==> src/sv/dccpm_pkg.sv <==
// ----------------------------------------------------------------------------
// dccpm_pkg
// shared types and constants of the dual channel clip and peak meter
// ----------------------------------------------------------------------------
package dccpm_pkg;

    localparam int SAMPLE_W = 12;
    localparam int COUNT_W  = 17;
    localparam int UP_W     = 11;
    localparam int DOWN_W   = 12;
    localparam int RESULT_W = 4 * COUNT_W + 2 * UP_W + 2 * DOWN_W;
    localparam int M_DATA_W = ((RESULT_W + 7) / 8) * 8;

    localparam logic signed [SAMPLE_W-1:0] CLIP_HIGH = 12'sd2047;
    localparam logic signed [SAMPLE_W-1:0] CLIP_LOW  = -12'sd2048;
    localparam logic [COUNT_W-1:0]         WINDOW_RESET = 17'd1000;
    localparam logic [COUNT_W-1:0]         COUNT_MAX17  = 17'h1FFFF;

    typedef struct packed {
        logic [COUNT_W-1:0] clip_high;
        logic [COUNT_W-1:0] clip_low;
        logic [UP_W-1:0]    peak_up;
        logic [DOWN_W-1:0]  peak_down;
    } chan_stats_t;

endpackage

==> src/sv/dccpm_chan_acc.sv <==
// ----------------------------------------------------------------------------
// dccpm_chan_acc
// per-channel clip counters and peak trackers for the running block
// ----------------------------------------------------------------------------
module dccpm_chan_acc
    import dccpm_pkg::*;
#(
    parameter logic [COUNT_W-1:0] COUNT_LIMIT = 17'd65536
) (
    input  logic                       aclk,
    input  logic                       aresetn,
    input  logic                       take,
    input  logic                       last,
    input  logic                       track,
    input  logic signed [SAMPLE_W-1:0] sample,
    output chan_stats_t                stats_next
);

    chan_stats_t stats_reg;
    logic [DOWN_W-1:0] mag;

    function automatic logic [COUNT_W-1:0] sat_inc(input logic [COUNT_W-1:0] c);
        return (c < COUNT_LIMIT) ? c + 1'b1 : COUNT_LIMIT;
    endfunction

    assign mag = DOWN_W'(~sample) + 1'b1;

    always_comb begin
        stats_next = stats_reg;
        if (sample == CLIP_HIGH) begin
            stats_next.clip_high = sat_inc(stats_reg.clip_high);
        end else if (sample == CLIP_LOW) begin
            stats_next.clip_low = sat_inc(stats_reg.clip_low);
        end
        if (track) begin
            if (!sample[SAMPLE_W-1] && (sample[UP_W-1:0] > stats_reg.peak_up)) begin
                stats_next.peak_up = sample[UP_W-1:0];
            end
            if (sample[SAMPLE_W-1] && (mag > stats_reg.peak_down)) begin
                stats_next.peak_down = mag;
            end
        end
    end

    always_ff @(posedge aclk) begin
        if (!aresetn) begin
            stats_reg <= '0;
        end else if (take) begin
            stats_reg <= last ? '0 : stats_next;
        end
    end

endmodule

==> src/sv/dccpm_out_buf.sv <==
// ----------------------------------------------------------------------------
// dccpm_out_buf
// result register with one skid entry toward the master side
// ----------------------------------------------------------------------------
module dccpm_out_buf
    import dccpm_pkg::*;
(
    input  logic                aclk,
    input  logic                aresetn,
    input  logic                in_valid,
    input  logic [M_DATA_W-1:0] in_data,
    output logic                in_ready,
    output logic                out_valid,
    output logic [M_DATA_W-1:0] out_data,
    input  logic                out_ready
);

    logic                out_valid_reg;
    logic                skid_valid_reg;
    logic [M_DATA_W-1:0] out_data_reg;
    logic [M_DATA_W-1:0] skid_data_reg;
    logic                pop;

    assign pop       = out_valid_reg && out_ready;
    assign in_ready  = !skid_valid_reg;
    assign out_valid = out_valid_reg;
    assign out_data  = out_data_reg;

    always_ff @(posedge aclk) begin
        if (!aresetn) begin
            out_valid_reg  <= 1'b0;
            skid_valid_reg <= 1'b0;
        end else if (pop) begin
            if (skid_valid_reg) begin
                out_data_reg   <= skid_data_reg;
                skid_valid_reg <= 1'b0;
            end else if (in_valid) begin
                out_data_reg <= in_data;
            end else begin
                out_valid_reg <= 1'b0;
            end
        end else if (in_valid) begin
            if (!out_valid_reg) begin
                out_data_reg  <= in_data;
                out_valid_reg <= 1'b1;
            end else begin
                skid_data_reg  <= in_data;
                skid_valid_reg <= 1'b1;
            end
        end
    end

endmodule

==> src/sv/dual_channel_clip_peak_meter_unit.sv <==
// ----------------------------------------------------------------------------
// dual_channel_clip_peak_meter_unit
// clip counter and peak meter for a pair of 12-bit adc channels
// ----------------------------------------------------------------------------
// each slave transaction carries one sample pair; tlast marks the last pair of
// a block. per channel the unit counts samples at full scale high and low and
// tracks the largest positive value and negative magnitude over the first
// peak_window pairs of the block. the transaction with tlast produces one
// master transaction with the eight block values, then the block state clears.
// a pair is taken every cycle while s_tready is high: one transaction per cycle
// on the slave side, set by the single update of the per-channel accumulators.
// each result is registered in the output register or skid entry before it shows.
// when the receiver stalls, one result sits in the output register and a
// second in a skid entry; pairs keep flowing until the skid entry is full,
// then s_tready drops until m_tready frees it.
// reset clears all counts and peaks, empties the output side and sets
// peak_window to 1000. cfg_we writes peak_window; write it only while idle.
// counts saturate at MAX_BLOCK (and at 131071 in any case).
// ----------------------------------------------------------------------------
module dual_channel_clip_peak_meter_unit
    import dccpm_pkg::*;
#(
    parameter int MAX_BLOCK = 65536
) (
    input  logic                aclk,
    input  logic                aresetn,
    input  logic                cfg_we,
    input  logic [COUNT_W-1:0]  cfg_wdata,    // peak_window
    input  logic                s_tvalid,
    output logic                s_tready,
    input  logic [23:0]         s_tdata,      // sample_a, sample_b
    input  logic                s_tlast,      // last_sample
    output logic                m_tvalid,
    input  logic                m_tready,
    output logic [M_DATA_W-1:0] m_tdata       // clip_a_high, clip_a_low, clip_b_high,
                                              // clip_b_low, peak_a_up, peak_a_down,
                                              // peak_b_up, peak_b_down, zero fill
);

    localparam logic [COUNT_W-1:0] COUNT_LIMIT =
        (MAX_BLOCK < 131071) ? COUNT_W'(MAX_BLOCK) : COUNT_MAX17;

    logic [COUNT_W-1:0]  peak_window_reg;
    logic [COUNT_W-1:0]  pair_index_reg;
    logic                take;
    logic                track;
    logic                res_valid;
    logic [M_DATA_W-1:0] res_data;
    chan_stats_t         stats_a;
    chan_stats_t         stats_b;

    assign take  = s_tvalid && s_tready;
    assign track = pair_index_reg < peak_window_reg;

    always_ff @(posedge aclk) begin
        if (!aresetn) begin
            peak_window_reg <= WINDOW_RESET;
            pair_index_reg  <= '0;
        end else begin
            if (cfg_we) begin
                peak_window_reg <= cfg_wdata;
            end
            if (take) begin
                if (s_tlast) begin
                    pair_index_reg <= '0;
                end else if (pair_index_reg < COUNT_LIMIT) begin
                    pair_index_reg <= pair_index_reg + 1'b1;
                end
            end
        end
    end

    dccpm_chan_acc #(.COUNT_LIMIT(COUNT_LIMIT)) u_chan_a (
        .aclk       (aclk),
        .aresetn    (aresetn),
        .take       (take),
        .last       (s_tlast),
        .track      (track),
        .sample     (s_tdata[11:0]),
        .stats_next (stats_a)
    );

    dccpm_chan_acc #(.COUNT_LIMIT(COUNT_LIMIT)) u_chan_b (
        .aclk       (aclk),
        .aresetn    (aresetn),
        .take       (take),
        .last       (s_tlast),
        .track      (track),
        .sample     (s_tdata[23:12]),
        .stats_next (stats_b)
    );

    assign res_valid = take && s_tlast;
    assign res_data  = M_DATA_W'({stats_b.peak_down, stats_b.peak_up,
                                  stats_a.peak_down, stats_a.peak_up,
                                  stats_b.clip_low, stats_b.clip_high,
                                  stats_a.clip_low, stats_a.clip_high});

    dccpm_out_buf u_out_buf (
        .aclk      (aclk),
        .aresetn   (aresetn),
        .in_valid  (res_valid),
        .in_data   (res_data),
        .in_ready  (s_tready),
        .out_valid (m_tvalid),
        .out_data  (m_tdata),
        .out_ready (m_tready)
    );

    a_index_clears: assert property (@(posedge aclk) disable iff (!aresetn)
        take && s_tlast |=> pair_index_reg == '0)
        else $error("pair index not cleared after block end");

    a_index_limit: assert property (@(posedge aclk) disable iff (!aresetn)
        pair_index_reg <= COUNT_LIMIT)
        else $error("pair index above count limit");

    a_ready_drop: assert property (@(posedge aclk) disable iff (!aresetn)
        !s_tready |-> m_tvalid)
        else $error("input stalled with empty output register");

    a_result_shows: assert property (@(posedge aclk) disable iff (!aresetn)
        take && s_tlast |=> m_tvalid)
        else $error("block result not presented");

endmodule

==> config.mk <==
export PLATFORM = sky130hd
export DESIGN_NAME = dual_channel_clip_peak_meter_unit
export DESIGN_NICKNAME = d
export VERILOG_FILES = /design/src/sv/dccpm_pkg.sv /design/src/sv/dccpm_chan_acc.sv /design/src/sv/dccpm_out_buf.sv /design/src/sv/dual_channel_clip_peak_meter_unit.sv
export SDC_FILE = /design/constraint.sdc
export NUM_CORES = 1
export LEC_CHECK = 0
export BUFFER_PORTS_ARGS = -buffer_cell sky130_fd_sc_hd__buf_4
export CORE_MARGIN = 2
export CORE_UTILIZATION = 40
export DETAILED_ROUTE_END_ITERATION = 8
export SETUP_SLACK_MARGIN = 0.4
export SKIP_LAST_GASP = 1
export SYNTH_ARGS = -nofsm -noshare
export SYNTH_HDL_FRONTEND = slang
export SYNTH_SLANG_ARGS = --single-unit
==> constraint.sdc <==
create_clock -name aclk -period 16.23 [get_ports aclk]
set_input_delay 0.8115 -clock aclk [delete_from_list [all_inputs] [get_ports aclk]]
set_output_delay 0.8115 -clock aclk [all_outputs]
set_load 0.05 [all_outputs]
After elaboration in Yosys (flattened, before gate mapping)
Index checks and enable logic that the tools add are counted.
Widths: inputs -> output; s select.
Operators by class
  order comparisons: 10
  bitwise operators: 4
  equality and inequality tests: 7
  multiplexer cells: 29
  add/subtract/negate cells: 7
  reduce and logical (&&, ||, !) cells: 19
Operators with widths (count)
  $mux 120: 5
  $mux 17: 12
  $mux 57: 2
  $add 17x1->17 const B: 5
  $lt 17x17->1 const B: 5
  $eq 12x12->1 const B: 4
  $mux 23: 2
  $add 12x1->12 const B: 2
  $gt 12x12->1: 2
  $mux 12: 2
  $not 12->12: 2
  $gt 11x11->1: 2
  $mux 11: 2
  $lt 17x17->1: 1
  $reduce_and 4->1: 2
  $logic_and 1x1->1: 7
  $ne 2x2->1 const B: 3
  $reduce_bool 2->1: 3
  $mux 1: 4
  $reduce_and 2->1: 2
  $logic_not 1->1: 3
  $reduce_and 3->1: 1
  $not 1->1: 2
  $reduce_or 2->1: 1
Storage, ports and cells
  output and inout port bits: 122
  word-level logic and storage cells: 90
  bits in registers: 384
  input port bits: 47

Longest topological paths before layout
  word-level depth: 9
  mapped depth: 15
  mapped depth without buffers: 14

Cells and area by module
A second synthesis with hierarchy kept.
Second synthesis, totals
  cell total of the unflattened synthesis: 1765
  area total of the unflattened synthesis: 19852.8 µm²
Modules (own cells, without submodules)
  dccpm_out_buf: times used 1, sequential area each 7247.0 µm², cells an instance 389, area an instance 9167.5 µm²
  dccpm_chan_acc at u_chan_b: times used 1, sequential area each 1141.1 µm², cells an instance 591, area an instance 4569.4 µm²
  dccpm_chan_acc at u_chan_a: times used 1, sequential area each 1141.1 µm², cells an instance 577, area an instance 4316.6 µm²
  dual_channel_clip_peak_meter_unit: times used 1, sequential area each 680.7 µm², cells an instance 208, area an instance 1799.2 µm²

Worst setup path after synthesis
No wires, ideal clock.
  kind: input-to-reg
  from: in aresetn
  to: reg u_out_buf.skid_data_reg[0], enable pin
  path slack: 3285 ps
  arrival: 12066 ps
  data required time: 15351 ps
  setup time: 879 ps
  path buffers: 2
  stages on the path: 4
  cells stage by stage: inv_1 > clkbuf_1 > clkbuf_1 > nor4_1
On the way
  word-level cells in the longest chain between the ends: 1
RTL lines
  start: declaration: RTL line dual_channel_clip_peak_meter_unit.sv:26  | input logic aresetn,
  $reduce_and 4->1 (no line)
  end signal: assignment: RTL line dccpm_out_buf.sv:47  | skid_data_reg <= in_data;
  end: declaration: RTL line dccpm_out_buf.sv:21  | logic [M_DATA_W-1:0] skid_data_reg;
Every way passes these cells.
A chain may end at the register's enable or synchronous reset.

Worst setup path after layout
  from: in s_tdata[0]
  to: reg u_chan_a.stats_reg[10] (netlist bit)
On the way
  word-level cells in the longest chain between the ends: 7
RTL lines
  start: declaration: RTL line dual_channel_clip_peak_meter_unit.sv:31  | input logic [23:0] s_tdata,
  $not 12->12 *: RTL line dccpm_chan_acc.sv:26  | assign mag = DOWN_W'(~sample) + 1'b1;
  $add 12x1->12 *: RTL line dccpm_chan_acc.sv:26
  $gt 12x12->1: RTL line dccpm_chan_acc.sv:39  | if (sample[SAMPLE_W-1] && (mag > stats_reg.peak_down)) begin
  $logic_and 1x1->1: RTL line dccpm_chan_acc.sv:39
  $mux 12 *: RTL line dccpm_chan_acc.sv:39
  $mux 23 *: RTL line dccpm_chan_acc.sv:35  | if (track) begin
  $mux 57 *: RTL line dccpm_chan_acc.sv:49  | stats_reg <= last ? '0 : stats_next;
  end signal: assignment: RTL line dccpm_chan_acc.sv:49
  end: declaration: RTL line dccpm_chan_acc.sv:19  | chan_stats_t stats_reg;
Mark *: on every way between the ends. The rest lies on a longest branch, timed or not.

==> impl_metrics.json <==
{
  "synth-async-reset-ratio_pct": 0,
  "chipHeight_um": 221,
  "detail_route.iter0.violations": 1042,
  "worst_setup_hold_path_clk_slew_ps": 60,
  "cts.root.buffer_cell": "sky130_fd_sc_hd__clkbuf_16",
  "crit_fanout": 19,
  "antenna_violating_nets_post_route": 0,
  "synth_edf_count": 228,
  "yosys_warnings": 0,
  "max_slew.worst_pin.slew_ps": 1310,
  "final.min_clock_period_ps": 4190,
  "finalClockSkew_ps": 13.5,
  "pwr-share-seq_pct": 46.5,
  "failed_checks": "DRC",
  "crit_path_end_kind": "register",
  "status": "finished with violations",
  "tritoncts_num_sinks": 378,
  "post_synth_instance_area_um2": 18900,
  "cap_viol_max_count": 0,
  "compound_gate_portion_of_the_synthesized_area_pct": 14.5,
  "seq_area_frac_synth_pct": 52.1,
  "timing.final.crit_share_pct": 25.8,
  "htreeDepth": 2,
  "switchingPower_uw": 533,
  "worst-endpoint-arrival_ps": 4610,
  "post_synth.cell_area_avg_um2": 9.74,
  "powerDensity_nw_per_um2": 102,
  "numCtsBuffers": 44,
  "cp_data_required_time_ps": 16650,
  "cts-root-to-sink-buffers": 3,
  "post_drt_via_cell_ratio": 5.54,
  "max_clock_freq_ghz": 0.239,
  "final.setup.tns_ps": 0,
  "vias": 14900,
  "post_synth_num_cell_types": 68,
  "total_leakage_power_nw": 8.12,
  "grt.overflow.total": 0,
  "maximum_number_of_pins_on_one_net_before_global_route_repair": 81,
  "post_cts.repair.setup_buffers": 0,
  "initial_utilization_pct": 40.6,
  "die-width_um": 221,
  "detailedRoute.firstPassIterationCount": 8,
  "synth_simple_gate_area_share_pct": 18.4,
  "cp-start-kind": "primary input",
  "grt_pass1_wl_mm": 78.6,
  "drc": 8,
  "synthMuxAreaShare_pct": 3.52,
  "combPwrFrac_pct": 8.4,
  "hold_path_class": "register to register",
  "synth-seq-cells": 378,
  "switching_power_as_a_share_of_total_power_pct": 23.8,
  "place_congestion": 0.835,
  "setup_viols_final": 0,
  "vdd_ir_drop_max_mv": 0.0790,
  "synth_xor_xnor_area_share_pct": 2.18,
  "crit_start": "s_tdata[0]",
  "crit-reg2reg-capture": "u_out_buf.out_data[101]",
  "layout.nets": 2168,
  "core_area_um2": 46700,
  "cellInternalPower_mw": 1.71,
  "worst-r2r-setup-slack_ps": 12380,
  "via_count_of_the_first_global_routing_pass": 14400,
  "io_pins": 169,
  "report.final.slew_viol_count": 0,
  "netlist_instances": 1943,
  "core.rowCount": 79,
  "fp.dieArea_um2": 49100,
  "whs_path_depth": 2,
  "timing.critical_path.to": "u_chan_a.stats_reg[10]",
  "power.share.clock_pct": 45.0,
  "synthFlopType": "sky130_fd_sc_hd__edfxtp_1",
  "layout_cells_sized_above_1_pct": 16.1,
  "cts_tree": "built",
  "num_antenna_cells": 0,
  "cts_resized": 0,
  "setup.worst_path.class": "primary input to register",
  "drt-total-wl_mm": 49.4,
  "design_power_total_mw": 2.24,
  "worst_skew_pair.late_latency_ps": 560,
  "io_buffer_count": 162,
  "grt_usage_pct": 19.9,
  "detail_route.wl_per_cell_um": 18.4,
  "hold_buffers": 0,
  "fill_cells": 4390,
  "grt_antenna_before_repair": 0,
  "grt_setup_unrepaired": "no",
  "detailed_place_hpwl_mm": 32.8,
  "r2r_cells": 9,
  "synth_top_family_by_area": "simple AND/OR/NAND/NOR gates",
  "timing.final.hold_violations": 0,
  "synth_adder_area_share_pct": 4.70,
  "worst_relative_slew_slack_pct": 12.3,
  "syn2layout_area_growth_pct": 16.6,
  "reg_to_reg_start": "peak_window_reg[14]"
}
==> cell usage in the layout, fill, tap and decap left out, types with 25 or more instances in the layout <==
cell type / n
sky130_fd_sc_hd__clkbuf_16: 45
sky130_fd_sc_hd__xnor2_1: 25
sky130_fd_sc_hd__nor2_1: 207
sky130_fd_sc_hd__o21ai_0: 109
sky130_fd_sc_hd__nand2_1: 219
sky130_fd_sc_hd__edfxtp_1: 228
sky130_fd_sc_hd__mux2_2: 45
sky130_fd_sc_hd__nand4_1: 47
sky130_fd_sc_hd__o31ai_1: 26
sky130_fd_sc_hd__buf_4: 187
sky130_fd_sc_hd__nor3_1: 82
sky130_fd_sc_hd__nand3_1: 79
sky130_fd_sc_hd__dfxtp_1: 150
sky130_fd_sc_hd__a21oi_1: 91
sky130_fd_sc_hd__o211ai_1: 39
sky130_fd_sc_hd__inv_1: 84
sky130_fd_sc_hd__and3_1: 28
sky130_fd_sc_hd__ha_1: 71
==> through the flow <==
step	std cells	worst slack (ps)	hold slack, ps	util, %	area [um2]
after global placement	2611	11730	461	44.1	20600
after floorplan	1948	3280	435	-	18900
after detailed placement	2611	11540	470	44.1	20600
after global routing	2691	11760	475	47.3	22100
final	2691	12040	480	47.3	22100
after CTS	2691	12080	448	47.3	22100
==> power groups by stage <==
| stage | clock, mW | combinational [mW] | sequential (mW) |
|---|---|---|---|
| after global placement | 0 | 0.185 | 1.06 |
| final | 1.01 | 0.189 | 1.04 |
| after CTS | 1.03 | 0.189 | 1.04 |
| after detailed placement | 0 | 0.188 | 1.06 |
| after global routing | 1.07 | 0.206 | 1.04 |
| after floorplan | 0 | 0.0979 | 1.09 |
==> critical path: stages <==
cell and delay, ps:
sky130_fd_sc_hd__buf_4 140, sky130_fd_sc_hd__inv_1 120, sky130_fd_sc_hd__ha_1 190, sky130_fd_sc_hd__nor3b_2 220, sky130_fd_sc_hd__nor3b_2 360, sky130_fd_sc_hd__nand2_1 120
sky130_fd_sc_hd__xor2_1 290, sky130_fd_sc_hd__ha_1 320, sky130_fd_sc_hd__and4_1 200, sky130_fd_sc_hd__nand2_1 80, sky130_fd_sc_hd__o21ai_0 90, sky130_fd_sc_hd__a21oi_1 290
sky130_fd_sc_hd__nand3_2 450, sky130_fd_sc_hd__a21oi_1 730, sky130_fd_sc_hd__o2bb2ai_1 170
==> metal layers <==
| metal | share of wire [%] | global-route usage (%) | vias to the layer above |
|---|---|---|---|
| li1 | - | - | 7269 |
| met1 | 44 | 25.8 | 7143 |
| met2 | 47 | 33.3 | 424 |
| met3 | 5.6 | 3.80 | 83 |
| met4 | 2.8 | 6.76 | 0 |
| met5 | 0 | 0 | - |
==> layout make-up <==
cell class | count | area [um2] | area share (%)
Timing Repair Buffer | 187 | 1400 | 6.37
Multi-Input combinational cell | 1353 | 8260 | 37.4
Sequential cell | 378 | 9850 | 44.7
Tap cell | 607 | 759 | 3.44
Clock buffer | 58 | 1190 | 5.42
Clock inverter | 22 | 267 | 1.21
Inverter | 86 | 323 | 1.46
==> cell usage after synthesis, drive strengths merged (45+ instances only) <==
cell | instances | share of area, %
nor3 | 86 | 2.4
a21oi | 92 | 2.4
dfxtp | 150 | 16
ha | 71 | 4.7
nand3 | 81 | 2.2
nand2 | 220 | 4.4
o21ai | 121 | 3.2
mux2 | 45 | 2.7
nand4 | 47 | 1.6
inv | 85 | 1.7
clkbuf | 97 | 1.9
edfxtp | 228 | 36
nor2 | 208 | 4.1
==> how the worst min path moves through the flow <==
stage | start | end | slack (ps)
final | u_chan_a.stats_reg[7] | u_chan_a.stats_reg[7] | 480
after global routing | cfg_wdata[1] | peak_window_reg[1] | 470
after CTS | cfg_wdata[3] | peak_window_reg[3] | 450
after detailed placement | u_chan_a.stats_reg[9] | u_chan_a.stats_reg[9] | 470
after global placement | u_chan_a.stats_reg[8] | u_chan_a.stats_reg[8] | 460
after floorplan | u_chan_a.stats_reg[36] | u_chan_a.stats_reg[36] | 430
==> kinds of logic after synthesis <==
logic type,after synthesis
AO/OA/AOI/OAI,421
XOR/XNOR,47
adder cells (fa/ha/maj),71
buffers and inverters,217
flip-flops,378
multiplexers,61
other,1
AND/OR/NAND/NOR,747
Power figures use the tool's default switching activity.
